`src/rtl/core/pairing_function_pack_unpack_core_assert.svh`:
```
// Assertion macros for the pairing function pack/unpack core.
// Included by the top level only; no other dependencies.
`ifndef PAIRING_FUNCTION_PACK_UNPACK_CORE_ASSERT_SVH
`define PAIRING_FUNCTION_PACK_UNPACK_CORE_ASSERT_SVH
`ifndef SYNTHESIS
`define PFPU_ASSERT_IMP(lbl, ck, rn, ante, cons) \
  lbl: assert property (@(posedge ck) disable iff (!rn) (ante) |-> (cons)) \
    else $error("pfpu implication check failed");
`define PFPU_ASSERT_NEXT(lbl, ck, rn, ante, cons) \
  lbl: assert property (@(posedge ck) disable iff (!rn) (ante) |=> (cons)) \
    else $error("pfpu next-cycle check failed");
`else
`define PFPU_ASSERT_IMP(lbl, ck, rn, ante, cons)
`define PFPU_ASSERT_NEXT(lbl, ck, rn, ante, cons)
`endif
`endif

```
`src/rtl/core/pfpu_pkg.sv`:
```
// Shared types and constants for the pairing function pack/unpack core.
// No dependencies.
package pfpu_pkg;

  localparam int unsigned KEY_W   = 64;
  localparam int unsigned VAL_W   = 32;
  localparam int unsigned REM_W   = VAL_W + 1;
  localparam int unsigned CELLS   = KEY_W / 2;
  localparam int unsigned LATENCY = CELLS + 2;

  localparam logic KIND_PACK   = 1'b0;
  localparam logic KIND_UNPACK = 1'b1;

  typedef struct packed {
    logic             valid;
    logic             kind;
    logic [KEY_W-1:0] key;
    logic [REM_W-1:0] rem;
    logic [VAL_W-1:0] root;
  } stage_t;

endpackage

```
`src/rtl/core/pfpu_front.sv`:
```
// Input stage: registers an item and squares the larger pack operand.
// Depends on pfpu_pkg.
module pfpu_front (
  input  logic                        clk,
  input  logic                        rst_n,
  input  logic                        take,
  input  logic                        kind,
  input  logic [pfpu_pkg::VAL_W-1:0]  first_value,
  input  logic [pfpu_pkg::VAL_W-1:0]  second_value,
  input  logic [pfpu_pkg::KEY_W-1:0]  packed_key,
  output pfpu_pkg::stage_t            stage_out
);

  logic                        valid_r;
  logic                        kind_r;
  logic [pfpu_pkg::KEY_W-1:0]  prod_r;
  logic [pfpu_pkg::VAL_W:0]    addend_r;
  logic [pfpu_pkg::KEY_W-1:0]  key_r;
  logic                        a_ge_b;
  logic [pfpu_pkg::VAL_W-1:0]  larger;
  logic [pfpu_pkg::VAL_W:0]    addend_nxt;

  always_comb begin
    a_ge_b = (first_value >= second_value);
    larger = a_ge_b ? first_value : second_value;
    if (a_ge_b) begin
      addend_nxt = {1'b0, first_value} + {1'b0, second_value};
    end else begin
      addend_nxt = {1'b0, first_value};
    end
  end

  always_ff @(posedge clk) begin
    if (!rst_n) begin
      valid_r <= 1'b0;
    end else begin
      valid_r <= take;
    end
    kind_r   <= kind;
    prod_r   <= {{pfpu_pkg::VAL_W{1'b0}}, larger} * {{pfpu_pkg::VAL_W{1'b0}}, larger};
    addend_r <= addend_nxt;
    key_r    <= packed_key;
  end

  always_comb begin
    stage_out.valid = valid_r;
    stage_out.kind  = kind_r;
    if (kind_r == pfpu_pkg::KIND_UNPACK) begin
      stage_out.key = key_r;
    end else begin
      stage_out.key = prod_r + {{(pfpu_pkg::KEY_W - pfpu_pkg::VAL_W - 1){1'b0}}, addend_r};
    end
    stage_out.rem  = '0;
    stage_out.root = '0;
  end

endmodule

```
`config.mk`:
```
export PLATFORM = sky130hd
export DESIGN_NAME = pfpu_front
export DESIGN_NICKNAME = d
export VERILOG_FILES = /design/src/rtl/core/pairing_function_pack_unpack_core_assert.svh /design/src/rtl/core/pfpu_pkg.sv /design/src/rtl/core/pfpu_front.sv
export SDC_FILE = /design/constraint.sdc
export NUM_CORES = 2
export LEC_CHECK = 0
export BUFFER_PORTS_ARGS = -buffer_cell sky130_fd_sc_hd__buf_4
export CAP_MARGIN = 15
export CORE_MARGIN = 4
export CORE_UTILIZATION = 64
export CTS_CLUSTER_SIZE = 8
export DETAILED_ROUTE_END_ITERATION = 8
export PLACE_DENSITY_LB_ADDON = 0.3
export SETUP_SLACK_MARGIN = 0.4
export SLEW_MARGIN = 25
export SYNTH_ARGS = -nofsm -noshare
export SYNTH_HDL_FRONTEND = slang
export SYNTH_SLANG_ARGS = --single-unit
export TNS_END_PERCENT = 20
```
`constraint.sdc`:
```
create_clock -name clk -period 11.7 [get_ports clk]
set_input_delay 1.17 -clock clk [delete_from_list [all_inputs] [get_ports clk]]
set_output_delay 1.17 -clock clk [all_outputs]
set_load 0.01 [all_outputs]
```
==> summary.txt <==
Layout
  • Nets: around 5900
  • FILL cells: slightly below 5000
  • Share of cells above drive strength 1: approximately a tenth
  • Syn-to-layout area delta: 8.082%

Route
  • ANT nets after route: 0
  • Drt total wl: between 100000 and 150000 µm
  • DRC: 0
  • Wirelength per Cell: 21.79 µm
  • Detailed Route Iter0 Violations: 2402
  • DR vias: 30330
  • Via density: 5.671
  • DR pass1 iterations: 5

Synth
  • Synth unique cells: slightly below 90
  • Syn Area/Cell: 8.958 µm²
  • Area contributors post-synth: fa_1 (41%), ha_1 (12%), inv_1 (10%), dfxtp_1 (8.3%), nand2_1 (3.7%)
  • Most frequent cell after synthesis: inv_1
  • Area share of the largest cell type after synthesis: around two fifths
  • Leading area contributor after synthesis: fa_1
  • Seq cells post-synth: 162
  • Warnings from Yosys: 0
  • Synthesized area: approximately 39000 µm²
  • Async set or reset register ratio after synthesis: 0%
  • Cells after Synth: about 4400
  • Ys flop type: dfxtp_1
  • EDFF count, synth: 0
  • Post-synth top cells: inv_1 (1072), fa_1 (796), nand2_1 (389), ha_1 (383), nor2_1 (347)
  • Sequential area share after synthesis: roughly 8.3%

Clock network
  • Number of CTS-inserted buffers: 17
  • Clock sinks: between 150 and 200
  • CTS tree: yes
  • CTS max path bufs: 2
  • Clock-pin slew on the worst setup and hold paths: ~0.080 ns
  • H-Tree Depth: 4
  • Root buffer cell: clkbuf_16
  • Cts hold-fix bufs: 0

Min path
  • Hold Path Sink: key_r[47]
  • Hold Path Stages: 1
  • Tightest Hold Check Type: primary input to flip-flop
  • Worst hold start: packed_key[47]

Run status
  • Status: complete, no violations

Timing
  • Final setup TNS: 0 ns
  • Final period util: 94.83%
  • Fmax achieved: around 90 MHz
  • Crit path time final: ~11 ns
  • RSZ-0062 raised after global routing: false
  • Max Slew Vio Count: 0
  • Worst-Margin Slew: between 0.9 and 1 ns
  • Final Hold Vio Count: 0
  • Worst slew margin: a little under two fifths
  • # setup viols final: 0

GRT
  • First-pass GRT wire length: 180800 µm
  • Vias in the first global route: 32570
  • Total grt overflow: 0
  • Initial antenna violation count: 4
  • Largest net degree at the start of global routing: 92
  • Total GRT Usage: 36.78%

Setup path
  • Critical Path Source Type: primary input
  • CP most frequent cell: fa_1
  • Critical Path AT: 11.43 ns
  • CP endpoint kind: flip-flop
  • CP Max Fanout: 13
  • Req. time, crit path: 12.04 ns
  • Max stage delay on crit path: 0.58 ns
  • Worst setup path category: primary input to flip-flop
  • Critical Path Slowest Stage Cell: fa_1

Placement
  • HPWL Detailed: 97670 µm
  • Port bufs: 197
  • RePlAce Congestion: between 1 and 1.5

Floorplan
  • Die Ht: roughly 250 µm
  • # IOs: ~260
  • DIE AREA: ~65000 µm²
  • Starting Density: roughly 65%
  • Core ar.: approximately 60000 µm²
  • Die W: 254.8 µm
  • Standard-cell rows: 90

Job
  • Max cap viols: 0
worst max path at each step:
stage,startpoint,endpoint,depth (start not counted)
2_1_floorplan,second_value[21],prod_r[42],38
3_3_place_gp,second_value[29],prod_r[53],36
3_5_place_dp,second_value[17],prod_r[53],39
4_1_cts,second_value[17],prod_r[53],39
5_1_grt,second_value[27],prod_r[53],39
6_report,second_value[29],prod_r[53],38
layer usage:
metal | GRT usage, % | part of all wire (%)
met2 | 62.46 | 49
met1 | 44.68 | 35
met5 | 0 | 0.011
met3 | 7.072 | 8.8
met4 | 19.94 | 7.0
flip-flops by register name, indices dropped and copies added, names as in the netlist:
register,count
key_r,64
kind_r,1
prod_r,63
addend_r,33
valid_r,1
final cells by class:
| cell class | instances | area (µm²) | share of cell area [%] |
|---|---|---|---|
| flip-flops and latches | 162 | 3247 | 7.703 |
| multi-input cells | 2966 | 30770 | 73.02 |
| diodes | 3 | 7.507 | 0.01781 |
| clock inverters | 15 | 181.4 | 0.4304 |
| inverters | 1088 | 4115 | 9.764 |
| clock buffers | 17 | 425.4 | 1.009 |
| well taps | 782 | 978.4 | 2.321 |
| repair buffers | 315 | 2419 | 5.738 |
timing repair:
action,4_1_cts,5_1_grt
hold endpoints to repair,0,0
gates resized for setup,0,15
buffers inserted,0,19
endpoints found under the setup margin,0,16
logic make-up after synthesis:
kind of cell / count (synthesis) / synth area share [%]
compound gates: 568 / 10.02
other cells: 1 / 0.009616
simple gates: 954 / 10.42
buf+inv: 1290 / 13.50
mux: 18 / 0.5166
xor+xnor: 181 / 4.065
flops: 162 / 8.316
fa+ha+maj: 1179 / 53.15
worst max-delay path, delay by kind of cell:
family / cells / cell delay, ns
adders and majority gates: 10 / 4.65
buffers and inverters: 9 / 1.22
and+or+nand+nor: 6 / 1.42
xor gates and xnor gates: 1 / 0.13
AOI/OAI and AO/OA: 12 / 2.82
placed cells by master, fill, tap and decap left out, drive strengths merged, types with 91 or more instances in the layout:
master	n
a21o	91
a21oi	157
buf	315
dfxtp	162
fa	796
ha	383
inv	1086
nand2	389
nor2	348
o21ai	133
xnor2	125
through the flow:
| stage | worst slack (ns) | hold WS [ns] | instances | instance area (µm²) | utilization (%) |
|---|---|---|---|---|---|
| final | 0.6048 | 0.8138 | 5348 | 42150 | 69.83 |
| after detailed placement | 0.06900 | 1.276 | 5293 | 41330 | 68.47 |
| after global routing | 0.3563 | 0.7998 | 5347 | 42150 | 69.83 |
| after floorplan | 1.710 | 1.198 | 4417 | 39240 | - |
| after CTS | 0.5338 | 0.7991 | 5325 | 41930 | 69.47 |
| after global placement | 0.1339 | 1.274 | 5293 | 41330 | 68.47 |
Power is not shown: default switching activity piles up to over one toggle a cycle in this logic, so the estimate is an artifact.
