File: src/rtl/core/pairing_function_pack_unpack_core_assert.svh
// Assertion macros for the pairing function pack/unpack core.
// Included by the top level only; no other dependencies.
`ifndef PAIRING_FUNCTION_PACK_UNPACK_CORE_ASSERT_SVH
`define PAIRING_FUNCTION_PACK_UNPACK_CORE_ASSERT_SVH
`ifndef SYNTHESIS
`define PFPU_ASSERT_IMP(lbl, ck, rn, ante, cons) \
  lbl: assert property (@(posedge ck) disable iff (!rn) (ante) |-> (cons)) \
    else $error("pfpu implication check failed");
`define PFPU_ASSERT_NEXT(lbl, ck, rn, ante, cons) \
  lbl: assert property (@(posedge ck) disable iff (!rn) (ante) |=> (cons)) \
    else $error("pfpu next-cycle check failed");
`else
`define PFPU_ASSERT_IMP(lbl, ck, rn, ante, cons)
`define PFPU_ASSERT_NEXT(lbl, ck, rn, ante, cons)
`endif
`endif

File: src/rtl/core/pfpu_pkg.sv
// Shared types and constants for the pairing function pack/unpack core.
// No dependencies.
package pfpu_pkg;

  localparam int unsigned KEY_W   = 64;
  localparam int unsigned VAL_W   = 32;
  localparam int unsigned REM_W   = VAL_W + 1;
  localparam int unsigned CELLS   = KEY_W / 2;
  localparam int unsigned LATENCY = CELLS + 2;

  localparam logic KIND_PACK   = 1'b0;
  localparam logic KIND_UNPACK = 1'b1;

  typedef struct packed {
    logic             valid;
    logic             kind;
    logic [KEY_W-1:0] key;
    logic [REM_W-1:0] rem;
    logic [VAL_W-1:0] root;
  } stage_t;

endpackage

File: src/rtl/core/pfpu_cell.sv
// One square root cell: settles one root bit from the next two key bits of an unpack item; pack items pass through.
// Depends on pfpu_pkg.
module pfpu_cell (
  input  logic             clk,
  input  logic             rst_n,
  input  pfpu_pkg::stage_t stage_in,
  output pfpu_pkg::stage_t stage_out
);

  pfpu_pkg::stage_t            stage_r;
  pfpu_pkg::stage_t            stage_nxt;
  logic [pfpu_pkg::REM_W+1:0]  rem_sh;
  logic [pfpu_pkg::REM_W+1:0]  trial;
  logic [pfpu_pkg::REM_W+1:0]  diff;

  always_comb begin
    rem_sh    = {stage_in.rem, stage_in.key[pfpu_pkg::KEY_W-1 -: 2]};
    trial     = {1'b0, stage_in.root, 2'b01};
    diff      = rem_sh - trial;
    stage_nxt = stage_in;
    if (stage_in.kind == pfpu_pkg::KIND_UNPACK) begin
      stage_nxt.key = {stage_in.key[pfpu_pkg::KEY_W-3:0], 2'b00};
      if (rem_sh >= trial) begin
        stage_nxt.rem  = diff[pfpu_pkg::REM_W-1:0];
        stage_nxt.root = {stage_in.root[pfpu_pkg::VAL_W-2:0], 1'b1};
      end else begin
        stage_nxt.rem  = rem_sh[pfpu_pkg::REM_W-1:0];
        stage_nxt.root = {stage_in.root[pfpu_pkg::VAL_W-2:0], 1'b0};
      end
    end
  end

  always_ff @(posedge clk) begin
    if (!rst_n) begin
      stage_r <= '{valid: 1'b0,
                   kind:  stage_nxt.kind,
                   key:   stage_nxt.key,
                   rem:   stage_nxt.rem,
                   root:  stage_nxt.root};
    end else begin
      stage_r <= stage_nxt;
    end
  end

  assign stage_out = stage_r;

endmodule

File: config.mk
export PLATFORM = sky130hd
export DESIGN_NAME = pfpu_cell
export DESIGN_NICKNAME = d
export VERILOG_FILES = /design/src/rtl/core/pairing_function_pack_unpack_core_assert.svh /design/src/rtl/core/pfpu_pkg.sv /design/src/rtl/core/pfpu_cell.sv
export SDC_FILE = /design/constraint.sdc
export NUM_CORES = 1
export LEC_CHECK = 0
export BUFFER_PORTS_ARGS = -buffer_cell sky130_fd_sc_hd__buf_2
export CAP_MARGIN = 20
export CORE_AREA = 2 2 118 120
export DETAILED_ROUTE_END_ITERATION = 12
export DIE_AREA = 0 0 120 122
export PLACE_DENSITY = 0.8
export SLEW_MARGIN = 15
export SYNTH_ARGS = -nofsm -noshare
export SYNTH_HDL_FRONTEND = slang
export SYNTH_SLANG_ARGS = --single-unit
File: constraint.sdc
create_clock -name clk -period 3.3 [get_ports clk]
set_input_delay 0.495 -clock clk [delete_from_list [all_inputs] [get_ports clk]]
set_output_delay 0.495 -clock clk [all_outputs]
set_load 0.005 [all_outputs]
==> results.cfg <==
[synth]
synth-edff-count = 0
synth-async-reset-ratio_pct = 0
yosysSeqAreaShare_pct = 41.2
synth_area_sq_um = 6370
synth_fp_nets = 875
synth_area_per_cell_sq_um = 9.00
yosys.area.top_type_share_pct = 41.2
yosys_warnings = 0
synth_cells = 708
synth_cell_type_count = 55
ys_ff_latch = 131
synthFlopType = dfxtp_1
yosysTopAreaCell = dfxtp_1
synth.top_cells.by_area = dfxtp_1, mux2_2, ha_1

[timing]
slew_headroom_pct = 42.8
max_freq_mhz = 364
min_period_ns = 2.74
slew_violations = 0
tightest_slew_ns = 0.858
hold_viol = 0
setup_viol = 0
rsz0062_at_grt = false
fin_crit_sh_pct = 83.2
setup_tns_ns = 0

[finish]
multi_input_area_sq_um = 3400
drive_gt1_share_pct = 39.0
seq_area_sq_um = 2620
final_area_sq_um = 8420
fillers = 1183
largest_reg_flops = 131
nets = 1129
diodes = 0
syn2layout_area_growth_pct = 32.1

[drt]
ant_nets = 0
wl_per_cell_um = 15.2
dr.first_iter.drc_count = 341
wirelength_mm = 17.5
wl_met2_mm = 8.77
num_vias = 5921
wl_met3_mm = 1.25
routed.top_layer = met4
drt-vias-per-instance = 5.13
first_pass_iters = 5
wl_met1_mm = 6.97
drc = 0

[cts]
h-tree-depth = 4
post_cts_buffers = 0
cts_sinks = 131
clockBufferDepth = 2
cts_buffers = 17
cts_tree = built
cts_resized = 0
clkTransAtPathRegs_ns = 0.06
root_buffer = clkbuf_16
cts_hold_buf = 0

[die]
die_w_um = 120
start_util_pct = 47.2
rows = 43
ios = 264
dieArea_sq_um = 14600
dieHeight_um = 122
core_area_sq_um = 13500

[flow_run]
cap_violations = 0

[global_route]
grt_pass1_vias = 5657
grt_pass1_wl_mm = 27.2
grt_overflow = 0
globalRouteTotalUtil_pct = 23.6
antenna_found_initial = 0
grt_max_degree = 106

[pwr]
p_leak_nw = 4.09
powerDensity_nw_per_um2 = 543
ir_drop_mv = 0.278

[hold_path]
min_to = stage_out[10]
hp-start = stage_in[9]
whs_path_depth = 3
hp-class = input pin to register

[critical_path]
path_class = input pin to register
end_kind = register
required_ns = 3.65
cp-start-kind = input pin
worstPathMaxFanout = 6
cp.arrival_ns = 3.09

[place]
dp_hpwl_mm = 13.4
place_area_sq_um = 7830
io_buffers = 263
gp_routability_congestion = 0.896

[outcome]
status = finished, final reports clean
-- critical path, stage by stage --
cell and delay (ns):
buf_2 0.09, inv_1 0.05, ha_1 0.39, nand2_1 0.16, o21ai_0 0.35, a21oi_1 0.14
and2_1 0.21, o21ai_2 0.25, a21oi_2 0.15, o31ai_1 0.30, mux2_2 0.37, a21oi_1 0.13
-- metal layers --
layer	vias to the layer above	track usage (%)
li1	2973	-
met1	2689	26.5
met2	220	42.2
met3	39	6.32
met4	0	10.2
met5	-	0
-- worst max-delay path by stage --
| stage | startpoint | endpoint | slack [ns] | depth (start not counted) |
|---|---|---|---|---|
| after CTS | stage_in[11] | stage_out[64] | 0.64 | 12 |
| final | stage_in[7] | stage_out[64] | 0.56 | 12 |
| after detailed placement | stage_in[7] | stage_out[64] | 0.20 | 12 |
| after floorplan | stage_in[0] | stage_out[61] | 0.65 | 11 |
| after global routing | stage_in[7] | stage_out[64] | 0.42 | 12 |
| after global placement | stage_in[11] | stage_out[64] | 0.20 | 12 |
-- per-stage QoR --
step | power [mW] | instances | hold WS [ns] | worst slack [ns] | util, %
3_3_place_gp | 2.73 | 1123 | 0.705 | 0.204 | 58.0
2_1_floorplan | 2.37 | 708 | 0.523 | 0.652 | -
4_1_cts | 4.61 | 1155 | 0.274 | 0.637 | 62.3
3_5_place_dp | 2.74 | 1123 | 0.711 | 0.198 | 58.0
6_report | 4.57 | 1155 | 0.286 | 0.555 | 62.3
5_1_grt | 4.81 | 1155 | 0.285 | 0.420 | 62.3
-- power breakdown --
group          internal, mW  switching (mW)
Clock                  1.07           0.785
Sequential             1.73          0.0347
Combinational         0.445           0.504
-- cells by family after synthesis --
group                    after synthesis  share of synthesized area (%)
AND/OR/NAND/NOR                      178                           12.6
buffers and inverters                 82                           5.38
flip-flops                           131                           41.2
XOR/XNOR                              26                           3.57
AO/OA/AOI/OAI                        177                           16.6
multiplexers                          80                           14.0
adder cells (fa/ha/maj)               34                           6.68
-- cell usage after synthesis (3+ instances only) --
library cell,instances
buf_2,9
xor2_1,14
nand3_1,12
a21oi_1,68
nand2_1,63
a21o_1,8
a31oi_1,7
nand4_1,5
o31ai_1,3
mux2_2,65
o21bai_1,10
mux2_1,3
buf_1,4
nor2_1,60
ha_1,34
o211ai_1,7
inv_1,46
o21ai_0,47
and3_1,6
nor2b_1,5
xnor2_1,12
dfxtp_1,131
mux2i_1,11
nor3_1,10
clkbuf_1,18
nand2b_1,6
o21ai_1,8
-- cells in the final DEF, fill, tap and decap left out, types with 3 or more instances in the layout --
| master | instances |
|---|---|
| ha_1 | 34 |
| nand2b_1 | 6 |
| xor2_1 | 14 |
| buf_2 | 262 |
| nor3_1 | 10 |
| xnor2_1 | 12 |
| inv_1 | 46 |
| mux2i_1 | 11 |
| o21ai_1 | 8 |
| nand4_1 | 5 |
| o21ai_0 | 47 |
| a21o_1 | 8 |
| inv_8 | 5 |
| a21oi_1 | 68 |
| inv_6 | 5 |
| nand2_1 | 63 |
| mux2_2 | 65 |
| and3_1 | 6 |
| o31ai_1 | 3 |
| buf_4 | 6 |
| a31oi_1 | 7 |
| mux2_1 | 3 |
| o21bai_1 | 10 |
| dfxtp_1 | 131 |
| o211ai_1 | 7 |
| nor2b_1 | 5 |
| nor2_1 | 60 |
| clkbuf_16 | 17 |
| nand3_1 | 12 |
-- final cells by class --
class,count,share of cell area (%)
Multi-Input combinational cell,495,40.4
Sequential cell,131,31.2
Timing Repair Buffer,271,16.7
Clock buffer,17,5.05
Tap cell,180,2.68
Inverter,46,2.05
Clock inverter,15,1.89
(Power assumes the default switching activity.)
